[src/design/lspm_pkg.sv]
// Shared types, register indexes and constants of the laser scan proximity monitor.
package lspm_pkg;

  localparam int RANGE_W = 16;
  localparam int ANG_W   = 23;
  localparam int STEP_W  = 18;
  localparam int CONE_W  = 22;
  localparam int SHARE_W = 9;
  localparam int CNT_W   = 13;
  localparam int CFG_IDX_W  = 3;
  localparam int CFG_DATA_W = 23;

  localparam logic [CNT_W-1:0] MAX_RAYS = 13'd4096;

  localparam logic [RANGE_W-1:0] NONE_RANGE = 16'hFFFF;
  localparam logic [ANG_W-1:0]   ANG_MIN    = 23'h400000;
  localparam logic [ANG_W-1:0]   ANG_MAX    = 23'h3FFFFF;

  localparam logic [CFG_IDX_W-1:0] REG_RANGE_FLOOR   = 3'd0;
  localparam logic [CFG_IDX_W-1:0] REG_RANGE_CEILING = 3'd1;
  localparam logic [CFG_IDX_W-1:0] REG_WARNING       = 3'd2;
  localparam logic [CFG_IDX_W-1:0] REG_CRITICAL      = 3'd3;
  localparam logic [CFG_IDX_W-1:0] REG_START_ANGLE   = 3'd4;
  localparam logic [CFG_IDX_W-1:0] REG_ANGLE_STEP    = 3'd5;
  localparam logic [CFG_IDX_W-1:0] REG_CONE_HALF     = 3'd6;
  localparam logic [CFG_IDX_W-1:0] REG_BLOCKED_SHARE = 3'd7;

  localparam logic [RANGE_W-1:0] RANGE_FLOOR_RST   = 16'd0;
  localparam logic [RANGE_W-1:0] RANGE_CEILING_RST = 16'd65534;
  localparam logic [RANGE_W-1:0] WARNING_RST       = 16'd500;
  localparam logic [RANGE_W-1:0] CRITICAL_RST      = 16'd250;
  localparam logic [ANG_W-1:0]   START_ANGLE_RST   = -23'sd205887;
  localparam logic [STEP_W-1:0]  ANGLE_STEP_RST    = 18'd1144;
  localparam logic [CONE_W-1:0]  CONE_HALF_RST     = 22'd34315;
  localparam logic [SHARE_W-1:0] BLOCKED_SHARE_RST = 9'd154;

  localparam logic [1:0] LVL_CLEAR = 2'd0;
  localparam logic [1:0] LVL_WARN  = 2'd1;
  localparam logic [1:0] LVL_CRIT  = 2'd2;

  typedef struct packed {
    logic [RANGE_W-1:0] range_mm;
    logic               sample_valid;
    logic               last_sample;
  } in_word_t;

  typedef struct packed {
    logic [RANGE_W-1:0] nearest_mm;
    logic [ANG_W-1:0]   nearest_angle;
    logic               found_any;
    logic [1:0]         proximity_level;
    logic               path_obstructed;
    logic [CNT_W-1:0]   cone_rays;
    logic [CNT_W-1:0]   cone_blocked_rays;
  } out_word_t;

  typedef struct packed {
    logic [RANGE_W-1:0] range_floor_mm;
    logic [RANGE_W-1:0] range_ceiling_mm;
    logic [RANGE_W-1:0] warning_mm;
    logic [RANGE_W-1:0] critical_mm;
    logic [ANG_W-1:0]   start_angle;
    logic [STEP_W-1:0]  angle_step;
    logic [CONE_W-1:0]  cone_half_width;
    logic [SHARE_W-1:0] blocked_share;
  } cfg_t;

  typedef struct packed {
    logic             load;
    logic [ANG_W-1:0] value;
  } ang_load_t;

endpackage

[src/design/laser_scan_proximity_monitor_core.sv]
// Top level of the laser scan proximity monitor: input register, accumulator, result register.
// Words enter the input register; a last sample's result then goes to the result register.
// Throughput: one word per cycle; a last-sample word waits in the input register only
//   while the result register holds an untaken result.
// Reset: synchronous active-low rst_n restores register defaults and clears the scan state.
module laser_scan_proximity_monitor_core (
  input  logic                            clk,
  input  logic                            rst_n,
  input  logic                            in_valid,
  output logic                            in_stall,
  input  lspm_pkg::in_word_t              in_word,
  output logic                            out_valid,
  input  logic                            out_stall,
  output lspm_pkg::out_word_t             out_word,
  input  logic                            cfg_wr_en,
  input  logic [lspm_pkg::CFG_IDX_W-1:0]  cfg_index,
  input  logic [lspm_pkg::CFG_DATA_W-1:0] cfg_wdata
);
  import lspm_pkg::*;

  cfg_t      cfg;
  ang_load_t ang_load;
  out_word_t res;

  logic      s1_valid_r;
  in_word_t  s1_word_r;
  logic      out_valid_r;
  out_word_t out_word_r;
  logic      out_free;
  logic      proc;
  logic      in_acc;

  lspm_cfg_regs u_cfg (
    .clk       (clk),
    .rst_n     (rst_n),
    .cfg_wr_en (cfg_wr_en),
    .cfg_index (cfg_index),
    .cfg_wdata (cfg_wdata),
    .cfg       (cfg),
    .ang_load  (ang_load)
  );

  lspm_scan_acc u_acc (
    .clk      (clk),
    .rst_n    (rst_n),
    .cfg      (cfg),
    .ang_load (ang_load),
    .proc     (proc),
    .word     (s1_word_r),
    .res      (res)
  );

  assign out_free = !out_valid_r || !out_stall;
  assign proc     = s1_valid_r && (!s1_word_r.last_sample || out_free);
  assign in_stall = s1_valid_r && !proc;
  assign in_acc   = in_valid && !in_stall;

  always_ff @(posedge clk) begin
    if (!rst_n) begin
      s1_valid_r <= 1'b0;
    end else if (in_acc) begin
      s1_valid_r <= 1'b1;
    end else if (proc) begin
      s1_valid_r <= 1'b0;
    end
  end

  always_ff @(posedge clk) begin
    if (in_acc) s1_word_r <= in_word;
  end

  always_ff @(posedge clk) begin
    if (!rst_n) begin
      out_valid_r <= 1'b0;
    end else if (proc && s1_word_r.last_sample) begin
      out_valid_r <= 1'b1;
    end else if (!out_stall) begin
      out_valid_r <= 1'b0;
    end
  end

  always_ff @(posedge clk) begin
    if (proc && s1_word_r.last_sample) out_word_r <= res;
  end

  assign out_valid = out_valid_r;
  assign out_word  = out_word_r;

  a_stall_needs_word: assert property (@(posedge clk) disable iff (!rst_n)
    in_stall |-> s1_valid_r)
    else $error("input stalled with empty input register");

  a_no_overwrite: assert property (@(posedge clk) disable iff (!rst_n)
    out_valid_r && out_stall |-> !(proc && s1_word_r.last_sample))
    else $error("pending result overwritten");

  a_last_gives_result: assert property (@(posedge clk) disable iff (!rst_n)
    proc && s1_word_r.last_sample |=> out_valid_r)
    else $error("last sample produced no result");

endmodule

[src/design/lspm_cfg_regs.sv]
// Configuration register file of the laser scan proximity monitor.
module lspm_cfg_regs (
  input  logic                          clk,
  input  logic                          rst_n,
  input  logic                          cfg_wr_en,
  input  logic [lspm_pkg::CFG_IDX_W-1:0]  cfg_index,
  input  logic [lspm_pkg::CFG_DATA_W-1:0] cfg_wdata,
  output lspm_pkg::cfg_t                cfg,
  output lspm_pkg::ang_load_t           ang_load
);
  import lspm_pkg::*;

  cfg_t cfg_r;

  always_ff @(posedge clk) begin
    if (!rst_n) begin
      cfg_r.range_floor_mm   <= RANGE_FLOOR_RST;
      cfg_r.range_ceiling_mm <= RANGE_CEILING_RST;
      cfg_r.warning_mm       <= WARNING_RST;
      cfg_r.critical_mm      <= CRITICAL_RST;
      cfg_r.start_angle      <= START_ANGLE_RST;
      cfg_r.angle_step       <= ANGLE_STEP_RST;
      cfg_r.cone_half_width  <= CONE_HALF_RST;
      cfg_r.blocked_share    <= BLOCKED_SHARE_RST;
    end else if (cfg_wr_en) begin
      unique case (cfg_index)
        REG_RANGE_FLOOR:   cfg_r.range_floor_mm   <= cfg_wdata[RANGE_W-1:0];
        REG_RANGE_CEILING: cfg_r.range_ceiling_mm <= cfg_wdata[RANGE_W-1:0];
        REG_WARNING:       cfg_r.warning_mm       <= cfg_wdata[RANGE_W-1:0];
        REG_CRITICAL:      cfg_r.critical_mm      <= cfg_wdata[RANGE_W-1:0];
        REG_START_ANGLE:   cfg_r.start_angle      <= cfg_wdata[ANG_W-1:0];
        REG_ANGLE_STEP:    cfg_r.angle_step       <= cfg_wdata[STEP_W-1:0];
        REG_CONE_HALF:     cfg_r.cone_half_width  <= cfg_wdata[CONE_W-1:0];
        REG_BLOCKED_SHARE: cfg_r.blocked_share    <= cfg_wdata[SHARE_W-1:0];
      endcase
    end
  end

  assign cfg            = cfg_r;
  // start angle write restarts the ray angle sequence
  assign ang_load.load  = cfg_wr_en && (cfg_index == REG_START_ANGLE);
  assign ang_load.value = cfg_wdata[ANG_W-1:0];

endmodule

[src/design/lspm_scan_acc.sv]
// Per-scan accumulator: nearest return, ray angle, cone counts and scan summary.
module lspm_scan_acc (
  input  logic                clk,
  input  logic                rst_n,
  input  lspm_pkg::cfg_t      cfg,
  input  lspm_pkg::ang_load_t ang_load,
  input  logic                proc,
  input  lspm_pkg::in_word_t  word,
  output lspm_pkg::out_word_t res
);
  import lspm_pkg::*;

  logic [RANGE_W-1:0] best_rng_r, best_rng_nxt;
  logic [ANG_W-1:0]   best_ang_r, best_ang_nxt;
  logic               any_r, any_nxt;
  logic [ANG_W-1:0]   ray_ang_r, ray_ang_nxt;
  logic [CNT_W-1:0]   cone_cnt_r, cone_cnt_nxt;
  logic [CNT_W-1:0]   blk_cnt_r, blk_cnt_nxt;

  logic [ANG_W:0]              ang_sum;
  logic [ANG_W-1:0]            ang_mag;
  logic                        qual;
  logic                        in_cone;
  logic                        take;
  logic [SHARE_W+CNT_W-1:0]    share_prod;
  logic [SHARE_W+CNT_W-1:0]    blk_scaled;
  logic [1:0]                  level;

  always_comb begin
    ang_sum = {ray_ang_r[ANG_W-1], ray_ang_r}
            + {{(ANG_W+1-STEP_W){cfg.angle_step[STEP_W-1]}}, cfg.angle_step};
    if (ang_sum[ANG_W] != ang_sum[ANG_W-1]) begin
      ray_ang_nxt = ang_sum[ANG_W] ? ANG_MIN : ANG_MAX;
    end else begin
      ray_ang_nxt = ang_sum[ANG_W-1:0];
    end

    ang_mag = ray_ang_r[ANG_W-1] ? (~ray_ang_r + 1'b1) : ray_ang_r;
    in_cone = ang_mag <= {1'b0, cfg.cone_half_width};
    qual    = word.sample_valid && (word.range_mm >= cfg.range_floor_mm)
              && (word.range_mm <= cfg.range_ceiling_mm);
    take    = qual && (!any_r || (word.range_mm < best_rng_r));

    best_rng_nxt = take ? word.range_mm : best_rng_r;
    best_ang_nxt = take ? ray_ang_r : best_ang_r;
    any_nxt      = any_r || qual;

    cone_cnt_nxt = cone_cnt_r;
    blk_cnt_nxt  = blk_cnt_r;
    if (qual && in_cone) begin
      if (cone_cnt_r < MAX_RAYS) cone_cnt_nxt = cone_cnt_r + 1'b1;
      if ((word.range_mm < cfg.warning_mm) && (blk_cnt_r < MAX_RAYS)) begin
        blk_cnt_nxt = blk_cnt_r + 1'b1;
      end
    end

    share_prod = cfg.blocked_share * cone_cnt_nxt;
    blk_scaled = {1'b0, blk_cnt_nxt, 8'd0};

    level = LVL_CLEAR;
    if (any_nxt) begin
      if (best_rng_nxt < cfg.critical_mm)     level = LVL_CRIT;
      else if (best_rng_nxt < cfg.warning_mm) level = LVL_WARN;
    end

    res.nearest_mm        = any_nxt ? best_rng_nxt : NONE_RANGE;
    res.nearest_angle     = any_nxt ? best_ang_nxt : '0;
    res.found_any         = any_nxt;
    res.proximity_level   = level;
    res.path_obstructed   = (cone_cnt_nxt != '0) && (blk_scaled >= share_prod);
    res.cone_rays         = cone_cnt_nxt;
    res.cone_blocked_rays = blk_cnt_nxt;
  end

  always_ff @(posedge clk) begin
    if (!rst_n) begin
      best_rng_r <= NONE_RANGE;
      best_ang_r <= '0;
      any_r      <= 1'b0;
      ray_ang_r  <= START_ANGLE_RST;
      cone_cnt_r <= '0;
      blk_cnt_r  <= '0;
    end else if (ang_load.load) begin
      ray_ang_r <= ang_load.value;
    end else if (proc) begin
      if (word.last_sample) begin
        best_rng_r <= NONE_RANGE;
        best_ang_r <= '0;
        any_r      <= 1'b0;
        ray_ang_r  <= cfg.start_angle;
        cone_cnt_r <= '0;
        blk_cnt_r  <= '0;
      end else begin
        best_rng_r <= best_rng_nxt;
        best_ang_r <= best_ang_nxt;
        any_r      <= any_nxt;
        ray_ang_r  <= ray_ang_nxt;
        cone_cnt_r <= cone_cnt_nxt;
        blk_cnt_r  <= blk_cnt_nxt;
      end
    end
  end

  a_blk_le_cone: assert property (@(posedge clk) disable iff (!rst_n)
    blk_cnt_r <= cone_cnt_r)
    else $error("blocked count exceeds cone count");

  a_cone_sat: assert property (@(posedge clk) disable iff (!rst_n)
    cone_cnt_r <= MAX_RAYS)
    else $error("cone count beyond saturation");

  a_last_clears: assert property (@(posedge clk) disable iff (!rst_n)
    proc && word.last_sample && !ang_load.load |=> !any_r && (cone_cnt_r == '0))
    else $error("scan state not cleared after last sample");

endmodule
[config.mk]
export PLATFORM = sky130hd
export DESIGN_NAME = laser_scan_proximity_monitor_core
export DESIGN_NICKNAME = d
export VERILOG_FILES = /design/src/design/lspm_pkg.sv /design/src/design/laser_scan_proximity_monitor_core.sv /design/src/design/lspm_cfg_regs.sv /design/src/design/lspm_scan_acc.sv
export SDC_FILE = /design/constraint.sdc
export NUM_CORES = 1
export LEC_CHECK = 0
export ABC_AREA = 1
export CAP_MARGIN = 20
export CELL_PAD_IN_SITES_DETAIL_PLACEMENT = 2
export CELL_PAD_IN_SITES_GLOBAL_PLACEMENT = 2
export CORE_MARGIN = 2
export CORE_UTILIZATION = 39
export CTS_BUF_LIST = sky130_fd_sc_hd__clkbuf_16
export CTS_CLUSTER_DIAMETER = 30
export DETAILED_ROUTE_END_ITERATION = 8
export DONT_BUFFER_PORTS = 1
export GPL_ROUTABILITY_DRIVEN = 0
export PLACE_DENSITY_LB_ADDON = 0.25
export RECOVER_POWER = 100
export SETUP_SLACK_MARGIN = 0.2
export SLEW_MARGIN = 20
export SYNTH_ARGS = -nofsm -noshare
export SYNTH_HDL_FRONTEND = slang
export SYNTH_SLANG_ARGS = --single-unit
export TNS_END_PERCENT = 20
[constraint.sdc]
create_clock -name clk -period 11.47 [get_ports clk]
set_input_delay 3.441 -clock clk [delete_from_list [all_inputs] [get_ports clk]]
set_output_delay 3.441 -clock clk [all_outputs]
set_load 0.01 [all_outputs]
==> results of run 1 <==
-- worst paths after layout --
path | depth (start not counted) | endpoint
max | 51 | out_word[26]$_DFFE_PP_
min | 2 | u_cfg.cfg[55]$_SDFFE_PN1P_
max reg2reg | 51 | out_word[26]$_DFFE_PP_
min reg2reg | 2 | u_cfg.cfg[55]$_SDFFE_PN1P_
-- report_power, final --
part / leakage, nW / internal [mW] / total [mW] / switching [mW]
sequential: 2.64 / 1.20 / 1.25 / 0.0537
combinational: 7.20 / 0.329 / 0.989 / 0.660
clock: 1.44 / 1.65 / 2.43 / 0.782
-- synthesized netlist by cell type, drive strengths merged (3+ instances only) --
library cell	count	area, sq um
nand3	42	220.2
or2	3	18.77
a211oi	6	45.04
o31ai	3	22.52
o211ai	69	533.0
a21boi	3	33.78
xor2	60	533.0
inv	449	1688
ha	195	2440
o21bai	8	60.06
clkinv	8	30.03
xnor2	12	105.1
nor3	25	130.1
a31oi	11	68.82
buf	11	71.31
edfxtp	87	2613
dfxtp	227	4544
o221ai	3	26.28
o22ai	24	150.1
fa	79	1582
a21o	10	75.07
nor4	11	81.32
nand4	18	118.9
o21a	20	150.1
nand2	543	2108
clkbuf	82	307.8
o21ai	229	1184
nor2	210	805.8
a21oi	225	1152
-- worst max-delay path, delay by kind of cell, from the launching register on --
kind	cells	cell delay, ns
AOI/OAI and AO/OA	13	3.25
xor gates and xnor gates	2	0.37
adders and majority gates	8	3.25
buffers and inverters	9	0.75
DFF	1	0.36
and+or+nand+nor	19	2.25
-- cell families after synthesis --
family / count (synthesis)
XOR/XNOR: 72
adder cells (fa/ha/maj): 274
buffers and inverters: 550
AND/OR/NAND/NOR: 855
AO/OA/AOI/OAI: 613
flip-flops: 314
-- state kept, by name (all words and copies together), names as in the netlist --
name and flops:
s1_valid_r 1, u_acc.cone_cnt_r 13, u_acc.any_r 1, out_word 69
u_acc.best_rng_r 16, u_cfg.cfg 136, s1_word_r 18, u_acc.blk_cnt_r 13
u_acc.ray_ang_r 23, u_acc.best_ang_r 23, out_valid 1
-- layout make-up --
type | count | area (sq um)
diodes | 1 | 2.502
clock buffers | 89 | 2227
clock inverters | 71 | 709.4
fillers | 5813 | 28470
inverters | 457 | 1719
multi-input cells | 1814 | 11640
flip-flops and latches | 314 | 7157
well taps | 688 | 860.8
repair buffers | 19 | 78.83
-- routing by layer --
layer	track usage [%]	wire [um]	share of wire (%)	vias to the layer above
met3	5.546	3577	4.4	210
met4	13.78	3550	4.3	0
met2	53.08	41160	50	415
met5	0	0	0	-
met1	34.31	33760	41	9636
li1	-	-	-	8778
-- metrics by stage --
stage | util (%) | hold slack [ns]
floorplan | - | 0.4206
global placement | 40.84 | 0.4304
detailed placement | 40.84 | 0.4418
CTS | 46.40 | 0.4569
global route | 46.14 | 0.4804
finish | 46.15 | 0.4495
==> flow_metrics.env, run 1 <==
export IMPL_status="finished, violations left"
export IMPL_violations="capacitance limit, slew limit"
export IMPL_grt_pass1_vias=22260
export IMPL_syn_avg_cell_area_sq_um=7.820
export IMPL_via_per_inst=5.514
export IMPL_seq_area_frac_synth_pct=34.18
export IMPL_setup_ws_ns=0.9667
export IMPL_grt_max_degree=141
export IMPL_fin_skew_ns=0.02920
export IMPL_gr_usage_all_layers_pct=29.71
export IMPL_fin_cells=3453
export IMPL_cellPowerDensity_nw_per_um2=191.4
export IMPL_fmaxAchievable_mhz=95.21
export IMPL_regToRegSetupSlack_ns=0.97
export IMPL_final_area_sq_um=24400
export IMPL_io_buffers=0
export IMPL_relSlewSlack_pct=-136.1
export IMPL_p_leak_nw=11.28
export IMPL_first_iter_violations=877
export IMPL_synth_xor_area_share_pct=3.047
export IMPL_slew_violations=519
export IMPL_synth_main_ff_cell="dfxtp_1"
export IMPL_crit_type="reg2reg"
export IMPL_synthAdderAreaFrac_pct=19.20
export IMPL_period_share_pct=91.57
export IMPL_avgRoutedWirePerCell_um=23.76
export IMPL_cp_slowest_stage_delay_ns=0.67
export IMPL_io_pins=120
export IMPL_die_x_um=235.7
export IMPL_yosys_cell_types_count=55
export IMPL_critPathMaxFanout=25
export IMPL_finalCriticalPeriod_ns=10.50
export IMPL_drc=0
export IMPL_drv_cap=14
export IMPL_dieHeight_um=235.7
export IMPL_arrival_ns=10.87
export IMPL_worstMarginPinSlew_ns=3.541
export IMPL_antenna_found_initial=2
export IMPL_cts_buffers=87
export IMPL_async_flop_share_pct=0
export IMPL_synth_fp_nets=3001
export IMPL_cp_slowest_cell="a21boi_4"
export IMPL_rows=84
export IMPL_cts_root_buf="clkbuf_16"
export IMPL_finalSetupViolCount=0
export IMPL_yosysWarnings=0
export IMPL_peakVddDrop_uv=108.2
export IMPL_layout_commonest_cell="nand2_1"
export IMPL_cts_sinks=314
export IMPL_cp_end_kind="flip-flop"
export IMPL_core_area_sq_um=52870
export IMPL_crit_start="u_acc.ray_ang_r[1]$_SDFFE_PN0P_"
export IMPL_place_inst=3292
export IMPL_clock_path_buffers=3
export IMPL_grt_pass1_wl_um=128000
export IMPL_synth_area_mux_share_pct=0
export IMPL_min_path_type="reg2reg"
export IMPL_required_ns=11.84
export IMPL_vias=19040
export IMPL_setup_worst_path_start_class="flip-flop"
export IMPL_clock_latency_ns=0.63
export IMPL_ctsResizeCount=0
export IMPL_r2r_start="u_acc.ray_ang_r[1]$_SDFFE_PN0P_"
export IMPL_drive_gt1_share_pct=7.019
export IMPL_fin_total_pwr_mw=4.669
export IMPL_grt_ovfl_total=0
export IMPL_dp_slack_ns=1.343
export IMPL_syn_area_sq_um=20940
export IMPL_finalWirelength_um=82050
export IMPL_firstDrtPassIters=5
export IMPL_area_delta_synth_final_pct=16.50
export IMPL_nets=3016
export IMPL_crit_top_cell="nand2_1"
export IMPL_syn_inst=2678
export IMPL_rsz0062_at_grt="false"
export IMPL_htreeDepth=3
export IMPL_initial_core_util_pct=39.61
export IMPL_ant_nets=0
export IMPL_tritoncts="built"
export IMPL_hold_viol=0
export IMPL_path_clk_slew_ns=0.04
export IMPL_synth_edf_count=87
export IMPL_synth_top_family_by_area="adder cells"
export IMPL_final_cell_mix="nand2_1, inv_1, dfxtp_1"
export IMPL_yosys_area_share_simple_pct=16.76
export IMPL_cts_setup_buffers=0
export IMPL_min_from="u_cfg.cfg[55]$_SDFFE_PN1P_"
export IMPL_post_dp_cell_area_sq_um=21590
export IMPL_synth_compound_area_share_pct=16.80
export IMPL_cts_hold_buf=0
export IMPL_ys_seq_elements=314
export IMPL_die_area_sq_um=55570
export IMPL_dp_hpwl_um=57250
export IMPL_setup_tns_ns=0
No activity file was read; power rests on OpenSTA's default activity.
==> run 2, diff against run 1 <==
--- a/config.mk
+++ b/config.mk
@@ -16,7 +16,7 @@
 export DETAILED_ROUTE_END_ITERATION = 8
 export DONT_BUFFER_PORTS = 1
 export GPL_ROUTABILITY_DRIVEN = 0
-export PLACE_DENSITY_LB_ADDON = 0.25
+export PLACE_DENSITY_LB_ADDON = 0.1
 export RECOVER_POWER = 100
 export SETUP_SLACK_MARGIN = 0.2
 export SLEW_MARGIN = 20
==> run 2 against run 1 <==
The flow still finishes with violations (capacitance limit, slew limit). Wire length shrank 2.3%. Sequential share of layout area shrank 0.22 points. Combinational power is essentially flat. Clock skew grew 0.025 ns. Critical path depth shrank 2. Via count shrank 0.73%. Highest routed layer unchanged. Clock power grew 5%.
==> flow_metrics.env, run 2 (same netlist as run 1, synthesis figures left out) <==
export IMPL_diodes=0
export IMPL_setup_tns_ns=0
export IMPL_io_pins=120
export IMPL_path_clk_slew_ns=0.04
export IMPL_setup_worst_path_start_class="flip-flop"
export IMPL_io_buffers=0
export IMPL_violations="capacitance limit, slew limit"
export IMPL_critPathMaxFanout=8
export IMPL_crit_start="u_acc.ray_ang_r[1]$_SDFFE_PN0P_"
export IMPL_avgRoutedWirePerCell_um=23.19
export IMPL_arrival_ns=10.72
export IMPL_nets=3016
export IMPL_via_per_inst=5.470
export IMPL_first_iter_violations=858
export IMPL_p_leak_nw=11.38
export IMPL_dieHeight_um=235.7
export IMPL_finalSetupViolCount=0
export IMPL_finalCriticalPeriod_ns=10.38
export IMPL_cts_root_buf="clkbuf_16"
export IMPL_relSlewSlack_pct=-179.4
export IMPL_drive_gt1_share_pct=7.409
export IMPL_cp_slowest_stage_delay_ns=0.55
export IMPL_sequentialPowerShare_pct=26.2
export IMPL_die_x_um=235.7
export IMPL_period_share_pct=90.49
export IMPL_crit_type="reg2reg"
export IMPL_cp_slowest_cell="fa_1"
export IMPL_fmaxAchievable_mhz=96.35
export IMPL_clockPowerShare_pct=53.2
export IMPL_cts_hold_buf=0
export IMPL_r2r_start="u_acc.ray_ang_r[1]$_SDFFE_PN0P_"
export IMPL_netSwitchingPower_mw=1.511
export IMPL_htreeDepth=3
export IMPL_gr_usage_all_layers_pct=29.11
export IMPL_switching_share_pct=31.64
export IMPL_clock_path_buffers=3
export IMPL_dp_slack_ns=1.136
export IMPL_peakVddDrop_uv=115.4
export IMPL_min_from="u_cfg.cfg[62]$_SDFFE_PN0P_"
export IMPL_firstDrtPassIters=6
export IMPL_status="finished, violations left"
export IMPL_core_area_sq_um=52870
export IMPL_required_ns=11.81
export IMPL_grt_max_degree=141
export IMPL_fin_skew_ns=0.05437
export IMPL_layout_commonest_cell="nand2_1"
export IMPL_clock_latency_ns=0.65
export IMPL_hold_viol=0
export IMPL_antenna_found_initial=0
export IMPL_ctsResizeCount=0
export IMPL_combPwrFrac_pct=20.7
export IMPL_dp_hpwl_um=57050
export IMPL_ant_nets=0
export IMPL_rsz0062_at_grt="false"
export IMPL_grt_pass1_wl_um=125100
export IMPL_largest_reg_flops=136
export IMPL_cts_sinks=314
export IMPL_cp_end_kind="flip-flop"
export IMPL_setup_ws_ns=1.091
export IMPL_initial_core_util_pct=39.61
export IMPL_grt_ovfl_total=0
export IMPL_finalWirelength_um=80130
export IMPL_cts_buffers=88
export IMPL_final_cell_mix="nand2_1, inv_1, dfxtp_1"
export IMPL_tritoncts="built"
export IMPL_slew_violations=488
export IMPL_vias=18900
export IMPL_die_area_sq_um=55570
export IMPL_area_delta_synth_final_pct=17.37
export IMPL_rows=84
export IMPL_worstMarginPinSlew_ns=4.191
export IMPL_drv_cap=12
export IMPL_cellPowerDensity_nw_per_um2=194.3
export IMPL_cts_setup_buffers=0
export IMPL_min_path_type="reg2reg"
export IMPL_grt_pass1_vias=21570
export IMPL_drc=0
export IMPL_p_int_mw=3.265
==> run 2: power by group through the flow <==
stage               clock [mW]  combinational, mW  sequential, mW
floorplan                    0              0.703            1.24
global placement             0              0.910            1.26
detailed placement           0              0.979            1.27
CTS                       2.58               1.00            1.25
global route              2.64               1.13            1.25
finish                    2.54              0.988            1.25
==> run 2: stage by stage <==
stage / utilization [%] / power, mW / hold slack, ns / std cells / area (sq um)
after floorplan: - / 1.942 / 0.4206 / 2678 / 20940
after global placement: 40.83 / 2.174 / 0.4300 / 3290 / 21580
after detailed placement: 40.83 / 2.245 / 0.4469 / 3290 / 21580
after CTS: 46.68 / 4.828 / 0.4646 / 3454 / 24680
after global routing: 46.49 / 5.021 / 0.4840 / 3455 / 24580
final: 46.49 / 4.777 / 0.4590 / 3455 / 24580
==> run 2: metal layers <==
layer  vias to the layer above  GRT usage (%)  share of wire (%)
met5                         -              0                  0
met4                         0          10.33                3.2
met3                       152          5.722                3.9
met2                       334          51.92                 50
met1                      9588          34.72                 43
li1                       8826              -                  -
==> run 2: cell type report <==
class,count,area (sq um)
fillers,5920,28290
multi-input cells,1815,11670
flip-flops and latches,314,7157
clock buffers,90,2252
inverters,457,1719
well taps,688,860.8
clock inverters,74,842.1
repair buffers,17,75.07
==> run 2: critical path: cells and delay by family, from the launching register on <==
| family | cells | cell delay, ns |
|---|---|---|
| simple gates | 19 | 2.72 |
| fa+ha+maj | 8 | 3.28 |
| xor+xnor | 2 | 0.36 |
| flops | 1 | 0.34 |
| compound gates | 11 | 2.51 |
| buf+inv | 9 | 0.85 |
==> run 2: worst paths after layout <==
path,to,slack (ns),cells past startpoint
setup / recovery,out_word[26]$_DFFE_PP_,1.09,49
hold / removal,u_cfg.cfg[62]$_SDFFE_PN0P_,0.46,2
setup reg to reg,out_word[26]$_DFFE_PP_,1.09,49
hold reg to reg,u_cfg.cfg[62]$_SDFFE_PN0P_,0.46,2
